===== src/design/tmld_pkg.sv =====
package tmld_pkg;

  localparam int unsigned DeltaW = 28;
  localparam int unsigned TimeW  = 32;

  localparam logic [TimeW-1:0] TimeMax = {TimeW{1'b1}};

  // position inside a move group
  typedef enum logic [1:0] {
    POS_FIRST  = 2'd0,
    POS_SECOND = 2'd1,
    POS_THIRD  = 2'd2,
    POS_FOURTH = 2'd3
  } group_pos_t;

  typedef struct packed {
    logic [7:0] data_byte;
    logic       last_byte;
  } byte_word_t;

  typedef struct packed {
    logic [1:0]       move_dir;
    logic [TimeW-1:0] move_time;
    logic             list_done;
    logic             bad_list;
  } move_word_t;

  // handshake between decode stage and result register
  typedef struct packed {
    logic res_valid;
    logic advance;
  } stage_ctl_t;

endpackage


===== src/design/tmld_in_reg.sv =====
module tmld_in_reg
  import tmld_pkg::*;
(
  input  logic       clk,
  input  logic       rst,
  input  logic       byte_valid,
  output logic       byte_stall,
  input  byte_word_t byte_word,
  input  logic       advance,
  output logic       stage_valid,
  output byte_word_t stage_word
);

  logic load;

  assign byte_stall = stage_valid && !advance;
  assign load       = byte_valid && !byte_stall;

  always_ff @(posedge clk) begin
    if (rst) begin
      stage_valid <= 1'b0;
    end else if (load) begin
      stage_valid <= 1'b1;
    end else if (advance) begin
      stage_valid <= 1'b0;
    end
  end

  always_ff @(posedge clk) begin
    if (load) begin
      stage_word <= byte_word;
    end
  end

endmodule


===== src/design/tmld_decode.sv =====
module tmld_decode
  import tmld_pkg::*;
(
  input  logic       clk,
  input  logic       rst,
  input  logic       stage_valid,
  input  byte_word_t stage_word,
  input  logic       out_free,
  output stage_ctl_t ctl,
  output move_word_t res_word
);

  group_pos_t        pos;
  group_pos_t        pos_next;
  logic [DeltaW-1:0] partial;
  logic [DeltaW-1:0] partial_next;
  logic [1:0]        held_dir;
  logic [1:0]        dir_next;
  logic [TimeW-1:0]  time_base;
  logic [TimeW-1:0]  time_base_next;
  logic              complete;
  logic              last;
  logic [7:0]        b;
  logic [TimeW:0]    sum;
  logic [TimeW:0]    sum_inc;
  logic [TimeW-1:0]  t_sat;
  logic [TimeW-1:0]  t_inc_sat;

  assign b    = stage_word.data_byte;
  assign last = stage_word.last_byte;

  always_comb begin
    pos_next     = pos;
    partial_next = partial;
    dir_next     = held_dir;
    complete     = 1'b0;
    case (pos)
      POS_FIRST: begin
        dir_next     = b[1:0];
        partial_next = {{(DeltaW-5){1'b0}}, b[7:3]};
        if (b[2]) begin
          pos_next = POS_SECOND;
        end else begin
          complete = 1'b1;
        end
      end
      POS_SECOND: begin
        partial_next = partial | {{(DeltaW-12){1'b0}}, b[7:1], 5'b0};
        if (b[0]) begin
          pos_next = POS_THIRD;
        end else begin
          complete = 1'b1;
        end
      end
      POS_THIRD: begin
        partial_next = partial | {{(DeltaW-20){1'b0}}, b, 12'b0};
        pos_next     = POS_FOURTH;
      end
      POS_FOURTH: begin
        partial_next = {b, partial[19:0]};
        complete     = 1'b1;
      end
      default: begin
        pos_next = POS_FIRST;
      end
    endcase
  end

  // move time and next base computed side by side, both saturating
  assign sum       = {1'b0, time_base} + {{(TimeW-DeltaW+1){1'b0}}, partial_next};
  assign sum_inc   = {1'b0, time_base} + {{(TimeW-DeltaW+1){1'b0}}, partial_next}
                     + {{TimeW{1'b0}}, 1'b1};
  assign t_sat     = sum[TimeW] ? TimeMax : sum[TimeW-1:0];
  assign t_inc_sat = sum_inc[TimeW] ? TimeMax : sum_inc[TimeW-1:0];

  always_comb begin
    ctl.res_valid = stage_valid && (complete || last);
    ctl.advance   = stage_valid && (!(complete || last) || out_free);
    if (complete) begin
      res_word.move_dir  = dir_next;
      res_word.move_time = t_sat;
      res_word.list_done = last;
      res_word.bad_list  = 1'b0;
    end else begin
      res_word.move_dir  = 2'd0;
      res_word.move_time = '0;
      res_word.list_done = 1'b1;
      res_word.bad_list  = 1'b1;
    end
    if (last) begin
      time_base_next = '0;
    end else if (complete) begin
      time_base_next = t_inc_sat;
    end else begin
      time_base_next = time_base;
    end
  end

  always_ff @(posedge clk) begin
    if (rst) begin
      pos       <= POS_FIRST;
      time_base <= '0;
    end else if (ctl.advance) begin
      pos       <= (complete || last) ? POS_FIRST : pos_next;
      time_base <= time_base_next;
    end
  end

  // first byte of a group overwrites these, so no reset needed
  always_ff @(posedge clk) begin
    if (ctl.advance) begin
      partial  <= partial_next;
      held_dir <= dir_next;
    end
  end

endmodule


===== src/design/tmld_out_reg.sv =====
module tmld_out_reg
  import tmld_pkg::*;
(
  input  logic       clk,
  input  logic       rst,
  input  stage_ctl_t ctl,
  input  move_word_t res_word,
  output logic       out_free,
  output logic       move_valid,
  input  logic       move_stall,
  output move_word_t move_word
);

  logic load;

  assign out_free = !move_valid || !move_stall;
  assign load     = ctl.res_valid && ctl.advance;

  always_ff @(posedge clk) begin
    if (rst) begin
      move_valid <= 1'b0;
    end else if (load) begin
      move_valid <= 1'b1;
    end else if (!move_stall) begin
      move_valid <= 1'b0;
    end
  end

  always_ff @(posedge clk) begin
    if (load) begin
      move_word <= res_word;
    end
  end

endmodule


===== src/design/timed_move_list_decoder.sv =====
// Channel | Direction | Handshake               | Word
// --------+-----------+-------------------------+----------------------------------
// byte    | in        | byte_valid / byte_stall | data_byte, last_byte
// move    | out       | move_valid / move_stall | move_dir, move_time, list_done,
//         |           |                         | bad_list
//
// One byte word per cycle sustained while the move channel is not stalled; a
// word passes the input register, decode and result register to the move channel.
// The 28-bit delta add and saturation sit between the input and result registers.
// Reset (rst, synchronous) empties both registers, starts at the first byte of a
// group and zeroes the time base.
// A stalled move channel holds the result; the input register then fills and
// byte_stall rises. Bytes that finish no move keep flowing past a held result.
module timed_move_list_decoder
  import tmld_pkg::*;
(
  input  logic       clk,
  input  logic       rst,
  input  logic       byte_valid,
  output logic       byte_stall,
  input  byte_word_t byte_word,
  output logic       move_valid,
  input  logic       move_stall,
  output move_word_t move_word
);

  logic       stage_valid;
  byte_word_t stage_word;
  stage_ctl_t ctl;
  move_word_t res_word;
  logic       out_free;

  // input register
  tmld_in_reg u_in_reg (
    .clk         (clk),
    .rst         (rst),
    .byte_valid  (byte_valid),
    .byte_stall  (byte_stall),
    .byte_word   (byte_word),
    .advance     (ctl.advance),
    .stage_valid (stage_valid),
    .stage_word  (stage_word)
  );

  // group assembly, time base, saturating time add
  tmld_decode u_decode (
    .clk         (clk),
    .rst         (rst),
    .stage_valid (stage_valid),
    .stage_word  (stage_word),
    .out_free    (out_free),
    .ctl         (ctl),
    .res_word    (res_word)
  );

  // result register toward the consumer
  tmld_out_reg u_out_reg (
    .clk        (clk),
    .rst        (rst),
    .ctl        (ctl),
    .res_word   (res_word),
    .out_free   (out_free),
    .move_valid (move_valid),
    .move_stall (move_stall),
    .move_word  (move_word)
  );

  // an error word always closes the list and carries no move
  a_bad_word : assert property (@(posedge clk) disable iff (rst)
    move_valid && move_word.bad_list |->
      move_word.list_done && move_word.move_time == '0 && move_word.move_dir == 2'd0)
    else $error("bad_list word with move content");

  // input only backs up while the stage holds a word it cannot retire
  a_stall_cause : assert property (@(posedge clk) disable iff (rst)
    byte_stall |-> stage_valid && ctl.res_valid && move_valid && move_stall)
    else $error("byte_stall without blocked result");

  // a result never overwrites an untaken word
  a_no_overwrite : assert property (@(posedge clk) disable iff (rst)
    ctl.res_valid && ctl.advance |-> !move_valid || !move_stall)
    else $error("result register overwritten");

  // a held stage word always makes progress once the result side frees up
  a_progress : assert property (@(posedge clk) disable iff (rst)
    stage_valid && !move_valid |-> ctl.advance)
    else $error("stage stuck with free result register");

endmodule

===== config.mk =====
export PLATFORM = sky130hd
export DESIGN_NAME = timed_move_list_decoder
export DESIGN_NICKNAME = d
export VERILOG_FILES = /design/src/design/tmld_pkg.sv /design/src/design/tmld_in_reg.sv /design/src/design/tmld_decode.sv /design/src/design/tmld_out_reg.sv /design/src/design/timed_move_list_decoder.sv
export SDC_FILE = /design/constraint.sdc
export NUM_CORES = 1
export LEC_CHECK = 0
export ABC_AREA = 1
export BUFFER_PORTS_ARGS = -buffer_cell sky130_fd_sc_hd__buf_2
export CORE_AREA = 2 2 189 154
export CTS_BUF_LIST = sky130_fd_sc_hd__clkbuf_8 sky130_fd_sc_hd__clkbuf_16
export DETAILED_ROUTE_END_ITERATION = 7
export DIE_AREA = 0 0 191 156
export GPL_TIMING_DRIVEN = 0
export HOLD_SLACK_MARGIN = 0.05
export PLACE_DENSITY = 0.51
export SETUP_SLACK_MARGIN = 0.02
export SLEW_MARGIN = 20
export SYNTH_ARGS = -nofsm -noshare
export SYNTH_HDL_FRONTEND = slang
export SYNTH_SLANG_ARGS = --single-unit

===== constraint.sdc =====
create_clock -name clk -period 4.13 [get_ports clk]
set_input_delay 0.2065 -clock clk [delete_from_list [all_inputs] [get_ports clk]]
set_output_delay 0.2065 -clock clk [all_outputs]
set_load 0.02 [all_outputs]

==> run_summary.xml, run 1 <==
<?xml version="1.0" encoding="UTF-8"?>
<metrics>
  <group name="cells_and_area">
    <metric name="design.final.nets" unit="">1371</metric>
    <metric name="area_delta_synth_final" unit="%">25.4</metric>
    <metric name="post_route_cells_drive_above_1_share" unit="">0.249</metric>
    <metric name="antenna_diode_count" unit="">0</metric>
    <metric name="finish.utilization" unit="">0.371</metric>
    <metric name="num-fill-cells" unit="">3025</metric>
  </group>
  <group name="placed_design">
    <metric name="input_output_buffers" unit="">49</metric>
    <metric name="gpl.final_weighted_congestion" unit="">0.886</metric>
    <metric name="post-dp-hpwl" unit="um">21300</metric>
    <metric name="placement.setup.worst_slack" unit="ps">-1110</metric>
  </group>
  <group name="logic_synthesis">
    <metric name="synth_edf_count" unit="">75</metric>
    <metric name="ys_dominant_reg_cell" unit="">sky130_fd_sc_hd__edfxtp_1</metric>
    <metric name="yosys_register_bits" unit="">111</metric>
    <metric name="synthMostInstantiatedCell" unit="">sky130_fd_sc_hd__nand2_1</metric>
    <metric name="post-synth-top-area-cell" unit="">sky130_fd_sc_hd__edfxtp_1</metric>
    <metric name="synthTopCellsByArea" unit="">sky130_fd_sc_hd__edfxtp_1 (27%), sky130_fd_sc_hd__nand2_1 (21%), sky130_fd_sc_hd__inv_1 (9.3%), sky130_fd_sc_hd__dfxtp_1 (8.7%), sky130_fd_sc_hd__ha_1 (5.3%)</metric>
    <metric name="post_synth.cell_area_avg" unit="um2">6.69</metric>
    <metric name="synth.top_cells.by_count" unit="">sky130_fd_sc_hd__nand2_1 (466), sky130_fd_sc_hd__inv_1 (205), sky130_fd_sc_hd__nor2_1 (79), sky130_fd_sc_hd__edfxtp_1 (75), sky130_fd_sc_hd__nand3_1 (67)</metric>
    <metric name="synth-warning-count" unit="">0</metric>
    <metric name="syn_inst" unit="">1233</metric>
    <metric name="post-synth-top-area-fraction" unit="">0.273</metric>
    <metric name="synth_cell_type_count" unit="">37</metric>
    <metric name="synth-async-reset-ratio" unit="">0</metric>
    <metric name="ys_seq_area_frac" unit="">0.360</metric>
    <metric name="synth_nets" unit="">1282</metric>
    <metric name="synth.cell_area" unit="mm2">0.00825</metric>
  </group>
  <group name="global_route">
    <metric name="grt_max_degree" unit="">37</metric>
    <metric name="grt_pass1_wl" unit="um">40800</metric>
    <metric name="first_global_vias" unit="">7268</metric>
    <metric name="antenna_found_initial" unit="">0</metric>
    <metric name="gr-total-overflow" unit="">0</metric>
    <metric name="track_usage" unit="">0.182</metric>
  </group>
  <group name="sta">
    <metric name="layout_min_cycle_time" unit="ps">4000</metric>
    <metric name="final.setup.tns" unit="ps">0</metric>
    <metric name="layout_skew" unit="ps">20.0</metric>
    <metric name="finalSetupViolCount" unit="">0</metric>
    <metric name="grt_setup_unrepaired" unit="">yes</metric>
    <metric name="setup_slack" unit="ps">127</metric>
    <metric name="max_slew_margin" unit="">0.294</metric>
    <metric name="worst_hold_slack" unit="ps">103</metric>
    <metric name="period_share" unit="">0.969</metric>
    <metric name="fmax" unit="MHz">250</metric>
    <metric name="finalMaxSlewViolations" unit="">0</metric>
    <metric name="timing.final.hold_violations" unit="">0</metric>
    <metric name="actual_slew_at_the_worst_max_slew_pin" unit="ps">1060</metric>
  </group>
  <group name="clock_network">
    <metric name="max-clock-path-buffers" unit="">2</metric>
    <metric name="cts_tree" unit="">done</metric>
    <metric name="ctsHtreeMaxLevel" unit="">3</metric>
    <metric name="clock_insertion_delay_worst_skew" unit="ps">380</metric>
    <metric name="clk_pin_slew" unit="ps">90</metric>
    <metric name="cts_num_sinks" unit="">111</metric>
    <metric name="cts.root.buffer_cell" unit="">sky130_fd_sc_hd__clkbuf_16</metric>
    <metric name="cts_made_buffers" unit="">9</metric>
  </group>
  <group name="worst_setup_path">
    <metric name="timing.critical_path.slowest_cell_delay" unit="ps">410</metric>
    <metric name="critPathRequiredTime" unit="ps">4360</metric>
    <metric name="crit_arrival" unit="ps">4230</metric>
    <metric name="setup.worst_path.end_class" unit="">register</metric>
    <metric name="crit_path_max_fanout" unit="">10</metric>
    <metric name="cpMaxStageDelayCell" unit="">sky130_fd_sc_hd__ha_2</metric>
    <metric name="timing_worst_setup_path_type" unit="">reg2reg</metric>
    <metric name="crit_path_start_kind" unit="">register</metric>
  </group>
  <group name="die">
    <metric name="core" unit="mm2">0.0279</metric>
    <metric name="fp.dieArea" unit="mm2">0.0298</metric>
    <metric name="die-width" unit="um">191</metric>
    <metric name="floorplan.initialDensity" unit="">0.296</metric>
    <metric name="boundaryPins" unit="">51</metric>
    <metric name="fp.dieH" unit="um">156</metric>
    <metric name="number_of_rows_created_at_floorplan" unit="">55</metric>
  </group>
  <group name="routing">
    <metric name="via_count" unit="">8070</metric>
    <metric name="post_drt_wl_per_cell" unit="um">15.9</metric>
    <metric name="finalWirelength" unit="um">26900</metric>
    <metric name="drc_errors" unit="">0</metric>
    <metric name="vias_per_cell" unit="">4.76</metric>
    <metric name="drtAntennaViolNets" unit="">0</metric>
    <metric name="first_iteration_detailed_routing_drc_count" unit="">656</metric>
    <metric name="dr.pass1.iters" unit="">5</metric>
  </group>
  <group name="run_status">
    <metric name="outcome" unit="">finished, final reports clean</metric>
  </group>
  <group name="power_and_ir_drop">
    <metric name="vdd.ir_drop.worst" unit="mV">0.204</metric>
    <metric name="power_leakage" unit="nW">4.70</metric>
    <metric name="report.power.total" unit="mW">2.84</metric>
    <metric name="power.density_cell_area" unit="mW/mm2">274</metric>
  </group>
  <group name="job">
    <metric name="drv_cap" unit="">0</metric>
  </group>
  <group name="hold_path">
    <metric name="hold_path_class" unit="">in2reg</metric>
  </group>
</metrics>
## layout make-up
| type | count | area [um2] | share of cell area |
|---|---|---|---|
| Tap cell | 370 | 463 | 0.0447 |
| Timing Repair Buffer | 81 | 548 | 0.0530 |
| Clock buffer | 10 | 250 | 0.0242 |
| Inverter | 214 | 812 | 0.0785 |
| Clock inverter | 6 | 58.8 | 0.00568 |
| Sequential cell | 111 | 2980 | 0.288 |
| Buffer | 23 | 146 | 0.0141 |
| Multi-Input combinational cell | 882 | 5090 | 0.492 |
## critical path, delay by kind of cell (launching register included)
kind | cells | cell delay [ps]
compound gates | 2 | 210
fa+ha+maj | 2 | 650
buf+inv | 6 | 840
flops | 1 | 390
simple gates | 16 | 1740
## kinds of logic after synthesis
kind of cell    after synthesis  share of synthesized area
simple gates                696                      0.362
xor+xnor                     15                     0.0159
buf+inv                     241                      0.114
compound gates              134                     0.0925
fa+ha+maj                    36                     0.0555
flops                       111                      0.360
## flip-flops by register name (all words and copies together), names as in the netlist
name / cells
u_out_reg.move_valid: 1
u_decode.partial: 28
u_in_reg.stage_word: 9
u_in_reg.stage_valid: 1
u_decode.held_dir: 2
u_decode.time_base: 32
u_decode.pos: 2
u_out_reg.move_word: 36
## where the power goes
group	total (mW)	switching [mW]	internal [mW]
logic	0.656	0.442	0.214
registers	1.28	0.0241	1.25
clock network	0.907	0.446	0.461
total	2.84	0.912	1.93
## metrics by stage
stage,instances,instance area [um2]
5_1_grt,1697,10300
4_1_cts,1680,9580
3_5_place_dp,1652,8970
3_3_place_gp,1652,8970
6_report,1697,10300
2_1_floorplan,1233,8260
## routing by layer
layer / GRT usage / vias up / part of all wire / wire length [um]
met3: 0.0238 / 14 / 0.050 / 1350
met1: 0.275 / 3810 / 0.52 / 13900
met2: 0.272 / 194 / 0.42 / 11300
met4: 0.0402 / 0 / 0.014 / 383
li1: - / 4052 / - / -
met5: 0 / - / 0 / 0
## layout by cell type (no fill, tap or decap), types with 17 or more instances in the layout
| cell type | instances |
|---|---|
| sky130_fd_sc_hd__nand4_1 | 17 |
| sky130_fd_sc_hd__edfxtp_1 | 75 |
| sky130_fd_sc_hd__nand3_1 | 62 |
| sky130_fd_sc_hd__nor2_1 | 50 |
| sky130_fd_sc_hd__a21oi_1 | 48 |
| sky130_fd_sc_hd__nand2_1 | 410 |
| sky130_fd_sc_hd__dfxtp_1 | 34 |
| sky130_fd_sc_hd__buf_4 | 20 |
| sky130_fd_sc_hd__nor2_2 | 26 |
| sky130_fd_sc_hd__nand2_2 | 64 |
| sky130_fd_sc_hd__nor2_4 | 28 |
| sky130_fd_sc_hd__a21oi_2 | 31 |
| sky130_fd_sc_hd__buf_2 | 53 |
| sky130_fd_sc_hd__inv_1 | 199 |
| sky130_fd_sc_hd__o21ai_0 | 35 |
## timing repair
| action | CTS | global route |
|---|---|---|
| endpoints found under the setup margin | 103 | 79 |
| buffers inserted | 5 | 16 |
| hold buffers | 9 | 0 |
| gates resized for setup | 54 | 166 |
| gates cloned | 1 | 2 |
| endpoints found under the hold margin | 9 | 0 |
| pin swaps | 4 | 13 |
## path summary, 6_finish.rpt
path	cells past startpoint	startpoint	endpoint	slack (ps)
max	26	u_decode.pos[1]	u_decode.time_base[15]	130
min reg2reg	2	u_decode.time_base[3]	u_decode.time_base[3]	480
max reg2reg	26	u_decode.pos[1]	u_decode.time_base[15]	130
min	3	byte_valid	u_in_reg.stage_valid	100
(Power assumes the default switching activity.)
==> run 2: changes to the inputs <==
CAP_MARGIN = 20   (was not set)
MAX_ROUTING_LAYER = met4   (was not set)
==> run 2 against run 1 <==
Against the previous run:
- register-to-register slack better by 30 ps
- highest routed layer unchanged
- flip-flop and latch count unchanged
- worst hold slack better by 1.0 ps
- critical endpoint is now u_decode.time_base[19]
==> run_summary.xml, run 2 (synthesized netlist as in run 1, its figures left out) <==
<?xml version="1.0" encoding="UTF-8"?>
<metrics>
  <group name="power_and_ir_drop">
    <metric name="vdd.ir_drop.worst" unit="mV">0.164</metric>
    <metric name="power_leakage" unit="nW">4.63</metric>
    <metric name="power.density_cell_area" unit="mW/mm2">280</metric>
  </group>
  <group name="global_route">
    <metric name="grt.met1_usage" unit="">0.279</metric>
    <metric name="first_global_vias" unit="">7109</metric>
    <metric name="track_usage" unit="">0.186</metric>
    <metric name="antenna_found_initial" unit="">0</metric>
    <metric name="gr-usage-met2" unit="">0.268</metric>
    <metric name="grt_busiest_layer" unit="">met1</metric>
    <metric name="gr-total-overflow" unit="">0</metric>
    <metric name="grt_pass1_wl" unit="um">40600</metric>
    <metric name="grt_util_met3" unit="">0.0234</metric>
    <metric name="grt_max_degree" unit="">37</metric>
  </group>
  <group name="die">
    <metric name="die-width" unit="um">191</metric>
    <metric name="floorplan.initialDensity" unit="">0.296</metric>
    <metric name="fp.dieH" unit="um">156</metric>
    <metric name="number_of_rows_created_at_floorplan" unit="">55</metric>
    <metric name="boundaryPins" unit="">51</metric>
    <metric name="fp.dieArea" unit="mm2">0.0298</metric>
    <metric name="core" unit="mm2">0.0279</metric>
  </group>
  <group name="worst_setup_path">
    <metric name="crit_arrival" unit="ps">4270</metric>
    <metric name="setup.worst_path.end_class" unit="">register</metric>
    <metric name="critical-path-top-cell-by-count" unit="">sky130_fd_sc_hd__nor2_4</metric>
    <metric name="critPathRequiredTime" unit="ps">4430</metric>
    <metric name="crit_path_start_kind" unit="">register</metric>
    <metric name="worstReg2RegEnd" unit="">u_decode.time_base[19]</metric>
    <metric name="cpMaxStageDelayCell" unit="">sky130_fd_sc_hd__fa_2</metric>
    <metric name="critPathCapture" unit="">u_decode.time_base[19]</metric>
    <metric name="cp_num_buf_inv" unit="">5</metric>
    <metric name="crit_path_max_fanout" unit="">10</metric>
    <metric name="worst-r2r-setup-slack" unit="ps">160</metric>
    <metric name="worst-r2r-cell-count" unit="">25</metric>
    <metric name="startpoint" unit="">u_decode.pos[1]</metric>
    <metric name="timing_worst_setup_path_type" unit="">reg2reg</metric>
    <metric name="worstSetupPathDepth" unit="">25</metric>
    <metric name="critPathTopFamily" unit="">simple AND/OR/NAND/NOR gates</metric>
    <metric name="r2r_start" unit="">u_decode.pos[1]</metric>
    <metric name="timing.critical_path.slowest_cell_delay" unit="ps">550</metric>
  </group>
  <group name="clock_network">
    <metric name="cts_tree" unit="">done</metric>
    <metric name="cts.root.buffer_cell" unit="">sky130_fd_sc_hd__clkbuf_16</metric>
    <metric name="cts_made_buffers" unit="">9</metric>
    <metric name="clock_insertion_delay_worst_skew" unit="ps">370</metric>
    <metric name="clk_pin_slew" unit="ps">90</metric>
    <metric name="cts_num_sinks" unit="">111</metric>
    <metric name="max-clock-path-buffers" unit="">2</metric>
    <metric name="ctsHtreeMaxLevel" unit="">3</metric>
  </group>
  <group name="sta">
    <metric name="actual_slew_at_the_worst_max_slew_pin" unit="ps">1080</metric>
    <metric name="grt_setup_unrepaired" unit="">yes</metric>
    <metric name="finalMaxSlewViolations" unit="">0</metric>
    <metric name="fmax" unit="MHz">252</metric>
    <metric name="period_share" unit="">0.962</metric>
    <metric name="layout_skew" unit="ps">11.7</metric>
    <metric name="setup_slack" unit="ps">155</metric>
    <metric name="finalSetupViolCount" unit="">0</metric>
    <metric name="max_slew_margin" unit="">0.278</metric>
    <metric name="timing.final.hold_violations" unit="">0</metric>
    <metric name="layout_min_cycle_time" unit="ps">3970</metric>
  </group>
  <group name="cells_and_area">
    <metric name="stdcell_count" unit="">1692</metric>
    <metric name="area_delta_synth_final" unit="%">22.5</metric>
    <metric name="antenna_diode_count" unit="">0</metric>
    <metric name="num-fill-cells" unit="">3021</metric>
    <metric name="layout.cells.most_common" unit="">sky130_fd_sc_hd__nand2_1</metric>
    <metric name="post_route_cells_drive_above_1_share" unit="">0.224</metric>
    <metric name="finish.utilization" unit="">0.363</metric>
    <metric name="regMostFlops" unit="">u_out_reg.move_word</metric>
    <metric name="area.sequential" unit="mm2">0.00298</metric>
    <metric name="commonest_non_fill_non_tap_cells_in_the_layout" unit="">sky130_fd_sc_hd__nand2_1 (431), sky130_fd_sc_hd__inv_1 (201), sky130_fd_sc_hd__edfxtp_1 (75)</metric>
    <metric name="design.final.nets" unit="">1366</metric>
    <metric name="multi_input_area" unit="mm2">0.00489</metric>
    <metric name="largest_register_ff_count" unit="">36</metric>
    <metric name="registers_with_the_most_flip_flops" unit="">u_out_reg.move_word x36, u_decode.time_base x32, u_decode.partial x28</metric>
  </group>
  <group name="routing">
    <metric name="vias_per_cell" unit="">4.69</metric>
    <metric name="finalWirelength" unit="um">26900</metric>
    <metric name="first_iteration_detailed_routing_drc_count" unit="">726</metric>
    <metric name="dr.pass1.iters" unit="">5</metric>
    <metric name="drtAntennaViolNets" unit="">0</metric>
    <metric name="post_drt_wl_per_cell" unit="um">15.9</metric>
    <metric name="drc_errors" unit="">0</metric>
    <metric name="via_count" unit="">7941</metric>
  </group>
  <group name="placed_design">
    <metric name="gpl.final_weighted_congestion" unit="">0.904</metric>
    <metric name="placement.setup.worst_slack" unit="ps">-1060</metric>
    <metric name="input_output_buffers" unit="">49</metric>
    <metric name="post-dp-hpwl" unit="um">21200</metric>
    <metric name="place.detailed.instances" unit="">1652</metric>
  </group>
  <group name="job">
    <metric name="drv_cap" unit="">0</metric>
  </group>
  <group name="run_status">
    <metric name="outcome" unit="">finished, final reports clean</metric>
  </group>
  <group name="hold_path">
    <metric name="hold_path_class" unit="">in2reg</metric>
  </group>
</metrics>
[run 2: cell types whose count changed in the layout (fill, tap and decap cells not counted), moves of 5 or more]
cell / change
sky130_fd_sc_hd__nor2_2: +7
sky130_fd_sc_hd__a21oi_1: +5
sky130_fd_sc_hd__nor2_4: -10
sky130_fd_sc_hd__nand2_1: +21
sky130_fd_sc_hd__buf_4: -5
sky130_fd_sc_hd__nand2_4: -5
sky130_fd_sc_hd__a21oi_2: -5
sky130_fd_sc_hd__nand2_2: -16
[run 2: worst min-delay path by stage]
| stage | startpoint | cells past startpoint | slack, ps | endpoint |
|---|---|---|---|---|
| after floorplan | byte_word[0] | 0 | 310 | u_in_reg.stage_word[0] |
| after global placement | byte_word[4] | 1 | 380 | u_in_reg.stage_word[4] |
| after detailed placement | byte_word[5] | 1 | 390 | u_in_reg.stage_word[5] |
| after CTS | byte_valid | 3 | 90 | u_in_reg.stage_valid |
| after global routing | byte_valid | 3 | 140 | u_in_reg.stage_valid |
| final | byte_valid | 3 | 100 | u_in_reg.stage_valid |
[run 2: routing by layer]
layer  part of all wire  wire [um]  vias up
met3              0.055       1480       15
met2               0.42      11200      179
li1                   -          -     4051
met4             0.0073        197        0
met5                  0          0        -
met1               0.52      14000     3696
[run 2: cell type report]
cell class / instances / share of cell area
multi-input cells: 882 / 0.484
flip-flops and latches: 111 / 0.295
inverters: 214 / 0.0805
repair buffers: 76 / 0.0508
well taps: 370 / 0.0458
clock buffers: 9 / 0.0223
plain buffers: 23 / 0.0142
clock inverters: 7 / 0.00780
[run 2: where the power goes]
| group | switching, mW | internal (mW) | leakage (nW) |
|---|---|---|---|
| clock network | 0.483 | 0.435 | 0.149 |
| logic | 0.435 | 0.206 | 3.48 |
| registers | 0.0232 | 1.25 | 1.01 |
[run 2: worst min-delay path, cell delays in order]
cell and delay (ps):
sky130_fd_sc_hd__buf_2 100, sky130_fd_sc_hd__nand2_1 70, sky130_fd_sc_hd__a21oi_1 60
[run 2: timing repair]
item | CTS | global route
pin swaps | 3 | 8
setup buffers | 5 | 12
hold buffers | 9 | 0
cloned | 1 | 1
resized for setup | 43 | 123
endpoints found under the hold margin | 9 | 0
endpoints found under the setup margin | 103 | 81
[run 2: per-stage QoR]
| stage | hold slack [ps] | area (um2) | total power, mW | TNS [ps] |
|---|---|---|---|---|
| after global placement | 384 | 8970 | 1.81 | -93300 |
| final | 104 | 10100 | 2.83 | 0 |
| after detailed placement | 385 | 8970 | 1.82 | -81160 |
| after global routing | 145 | 10100 | 2.96 | -46.5 |
| after CTS | 94.5 | 9550 | 2.78 | 0 |
| after floorplan | 305 | 8260 | 1.65 | 0 |
==> run 3: changes to the inputs <==
CORE_AREA = 2 2 175 143   (was 2 2 189 154)
DIE_AREA = 0 0 177 145   (was 0 0 191 156)
PLACE_DENSITY = 0.57   (was 0.51)
SLEW_MARGIN = not set   (was 20)
==> run 3 against run 2 <==
Against the previous run:
- wire length shrank 5.1%
- maximum frequency grew 0.35%
- cell count shrank 3.0%
- design area grew 0.12%
- clock power shrank 2%
- combinational power shrank 1%
- critical path depth shrank 2
- sequential share of layout area shrank 0.061 points
- largest power group unchanged
==> run_summary.xml, run 3 (synthesized netlist as in run 1, its figures left out) <==
<?xml version="1.0" encoding="UTF-8"?>
<metrics>
  <group name="global_route">
    <metric name="grt_pass1_wl" unit="um">38900</metric>
    <metric name="gr-total-overflow" unit="">0</metric>
    <metric name="track_usage" unit="">0.204</metric>
    <metric name="grt_max_degree" unit="">28</metric>
    <metric name="antenna_found_initial" unit="">0</metric>
    <metric name="first_global_vias" unit="">7137</metric>
  </group>
  <group name="clock_network">
    <metric name="ctsHtreeMaxLevel" unit="">3</metric>
    <metric name="cts_made_buffers" unit="">9</metric>
    <metric name="cts.root.buffer_cell" unit="">sky130_fd_sc_hd__clkbuf_16</metric>
    <metric name="cts_num_sinks" unit="">111</metric>
    <metric name="clk_pin_slew" unit="ps">80</metric>
    <metric name="cts_tree" unit="">done</metric>
    <metric name="max-clock-path-buffers" unit="">2</metric>
    <metric name="clock_insertion_delay_worst_skew" unit="ps">370</metric>
  </group>
  <group name="cells_and_area">
    <metric name="post_route_cells_drive_above_1_share" unit="">0.222</metric>
    <metric name="area.sequential" unit="mm2">0.00298</metric>
    <metric name="commonest_non_fill_non_tap_cells_in_the_layout" unit="">sky130_fd_sc_hd__nand2_1 (433), sky130_fd_sc_hd__inv_1 (201), sky130_fd_sc_hd__edfxtp_1 (75)</metric>
    <metric name="design.final.nets" unit="">1368</metric>
    <metric name="registers_with_the_most_flip_flops" unit="">u_out_reg.move_word x36, u_decode.time_base x32, u_decode.partial x28</metric>
    <metric name="num-fill-cells" unit="">2496</metric>
    <metric name="layout.cells.most_common" unit="">sky130_fd_sc_hd__nand2_1</metric>
    <metric name="finish.utilization" unit="">0.423</metric>
    <metric name="multi_input_area" unit="mm2">0.00495</metric>
    <metric name="largest_register_ff_count" unit="">36</metric>
    <metric name="antenna_diode_count" unit="">0</metric>
    <metric name="area_delta_synth_final" unit="%">22.6</metric>
    <metric name="regMostFlops" unit="">u_out_reg.move_word</metric>
  </group>
  <group name="sta">
    <metric name="max_slew_margin" unit="">0.431</metric>
    <metric name="fmax" unit="MHz">252</metric>
    <metric name="finalSetupViolCount" unit="">0</metric>
    <metric name="period_share" unit="">0.959</metric>
    <metric name="finalMaxSlewViolations" unit="">0</metric>
    <metric name="timing.final.hold_violations" unit="">0</metric>
    <metric name="setup_slack" unit="ps">169</metric>
    <metric name="layout_min_cycle_time" unit="ps">3960</metric>
    <metric name="actual_slew_at_the_worst_max_slew_pin" unit="ps">853</metric>
    <metric name="layout_skew" unit="ps">15.6</metric>
  </group>
  <group name="routing">
    <metric name="drc_errors" unit="">0</metric>
    <metric name="dr.pass1.iters" unit="">5</metric>
    <metric name="via_count" unit="">7922</metric>
    <metric name="first_iteration_detailed_routing_drc_count" unit="">691</metric>
    <metric name="drtAntennaViolNets" unit="">0</metric>
    <metric name="post_drt_wl_per_cell" unit="um">15.5</metric>
    <metric name="vias_per_cell" unit="">4.82</metric>
    <metric name="finalWirelength" unit="um">25500</metric>
  </group>
  <group name="job">
    <metric name="drv_cap" unit="">0</metric>
  </group>
  <group name="run_status">
    <metric name="outcome" unit="">finished, final reports clean</metric>
  </group>
  <group name="die">
    <metric name="fp.dieH" unit="um">145</metric>
    <metric name="core" unit="mm2">0.0239</metric>
    <metric name="number_of_rows_created_at_floorplan" unit="">51</metric>
    <metric name="floorplan.initialDensity" unit="">0.345</metric>
    <metric name="boundaryPins" unit="">51</metric>
    <metric name="fp.dieArea" unit="mm2">0.0257</metric>
    <metric name="die-width" unit="um">177</metric>
  </group>
  <group name="placed_design">
    <metric name="placement.setup.worst_slack" unit="ps">-927</metric>
    <metric name="input_output_buffers" unit="">49</metric>
    <metric name="post-dp-hpwl" unit="um">20100</metric>
    <metric name="gpl.final_weighted_congestion" unit="">0.935</metric>
  </group>
  <group name="worst_setup_path">
    <metric name="cpMaxStageDelayCell" unit="">sky130_fd_sc_hd__dfxtp_4</metric>
    <metric name="timing_worst_setup_path_type" unit="">reg2reg</metric>
    <metric name="setup.worst_path.end_class" unit="">register</metric>
    <metric name="timing.critical_path.slowest_cell_delay" unit="ps">370</metric>
    <metric name="critical_path.cell_chain" unit="">clkinvlp_4 &gt; buf_4 &gt; ha_2 &gt; o21ai_4 &gt; nor2_1 &gt; ha_2 &gt; nand2_2 &gt; inv_1 &gt; nand2_1 &gt; nand2_1 &gt; inv_1 &gt; nand3_2 &gt; nand2_1 &gt; nand2_1 &gt; inv_1 &gt; nand2_1 &gt; nor2_2 &gt; nand3_2 &gt; nor2_1 &gt; xor2_1 &gt; nand2_2 &gt; nand2_1 &gt; a21oi_2</metric>
    <metric name="crit_arrival" unit="ps">4190</metric>
    <metric name="crit_path_max_fanout" unit="">8</metric>
    <metric name="critical-path-top-cell-by-count" unit="">sky130_fd_sc_hd__nand2_1</metric>
    <metric name="critPathRequiredTime" unit="ps">4360</metric>
    <metric name="crit_path_start_kind" unit="">register</metric>
  </group>
  <group name="hold_path">
    <metric name="hold_path_class" unit="">in2reg</metric>
  </group>
  <group name="power_and_ir_drop">
    <metric name="power.density_cell_area" unit="mW/mm2">277</metric>
    <metric name="power_leakage" unit="nW">4.63</metric>
    <metric name="vdd.ir_drop.worst" unit="mV">0.179</metric>
  </group>
</metrics>
run 3: changes by cell type in the layout (fill, tap and decap cells not counted), sizes merged:
cell	before	now
clkbuf	22	21
clkinvlp	2	1
clkinv	3	4
buf	77	80
run 3: power breakdown:
part | switching, mW | leakage (nW) | internal, mW
sequential | 0.0219 | 1.01 | 1.25
combinational | 0.422 | 3.47 | 0.210
clock | 0.461 | 0.151 | 0.437
run 3: path summary, 6_finish.rpt:
| path | start | to | slack, ps | cells past startpoint |
|---|---|---|---|---|
| setup / recovery | u_decode.pos[1] | u_decode.time_base[21] | 170 | 23 |
| hold / removal | byte_valid | u_in_reg.stage_valid | 120 | 3 |
| setup reg to reg | u_decode.pos[1] | u_decode.time_base[21] | 170 | 23 |
| hold reg to reg | u_decode.time_base[3] | u_decode.time_base[3] | 470 | 2 |
run 3: metrics by stage:
| stage | cells | hold slack [ps] | instance area, um2 | power (mW) | TNS (ps) |
|---|---|---|---|---|---|
| 3_3_place_gp | 1600 | 383 | 8900 | 1.80 | -86320 |
| 4_1_cts | 1630 | 107 | 9510 | 2.75 | 0 |
| 2_1_floorplan | 1233 | 305 | 8260 | 1.65 | 0 |
| 3_5_place_dp | 1601 | 386 | 8930 | 1.81 | -72490 |
| 5_1_grt | 1642 | 133 | 10100 | 2.94 | -169 |
| 6_report | 1642 | 116 | 10100 | 2.80 | 0 |
run 3: repair_timing:
item                                    in CTS  in global routing
buffers inserted                             5                 12
gates cloned                                 1                  1
hold endpoints to repair                     9                  0
pin swaps                                    3                 16
hold buffers                                 9                  0
endpoints found under the setup margin     103                 72
resized for setup                           35                132
run 3: area by class of cell:
| type | count | share of cell area |
|---|---|---|
| well taps | 318 | 0.0393 |
| clock inverters | 7 | 0.00828 |
| inverters | 214 | 0.0800 |
| repair buffers | 78 | 0.0533 |
| clock buffers | 9 | 0.0223 |
| flip-flops and latches | 111 | 0.294 |
| multi-input cells | 882 | 0.489 |
| plain buffers | 23 | 0.0138 |
run 3: layer usage:
| layer | global-route usage | vias up | wire length (um) |
|---|---|---|---|
| li1 | - | 4059 | - |
| met1 | 0.292 | 3582 | 12500 |
| met2 | 0.293 | 260 | 10600 |
| met3 | 0.0401 | 21 | 1840 |
| met4 | 0.0512 | 0 | 589 |
| met5 | - | - | 0 |
run 3: critical path: cells and delay by family, from the launching register on:
family                     cells  cell delay [ps]
and+or+nand+nor               13             1640
adders and majority gates      2              580
AOI/OAI and AO/OA              2              340
DFF                            1              370
xor gates and xnor gates       1              230
buffers and inverters          5              660
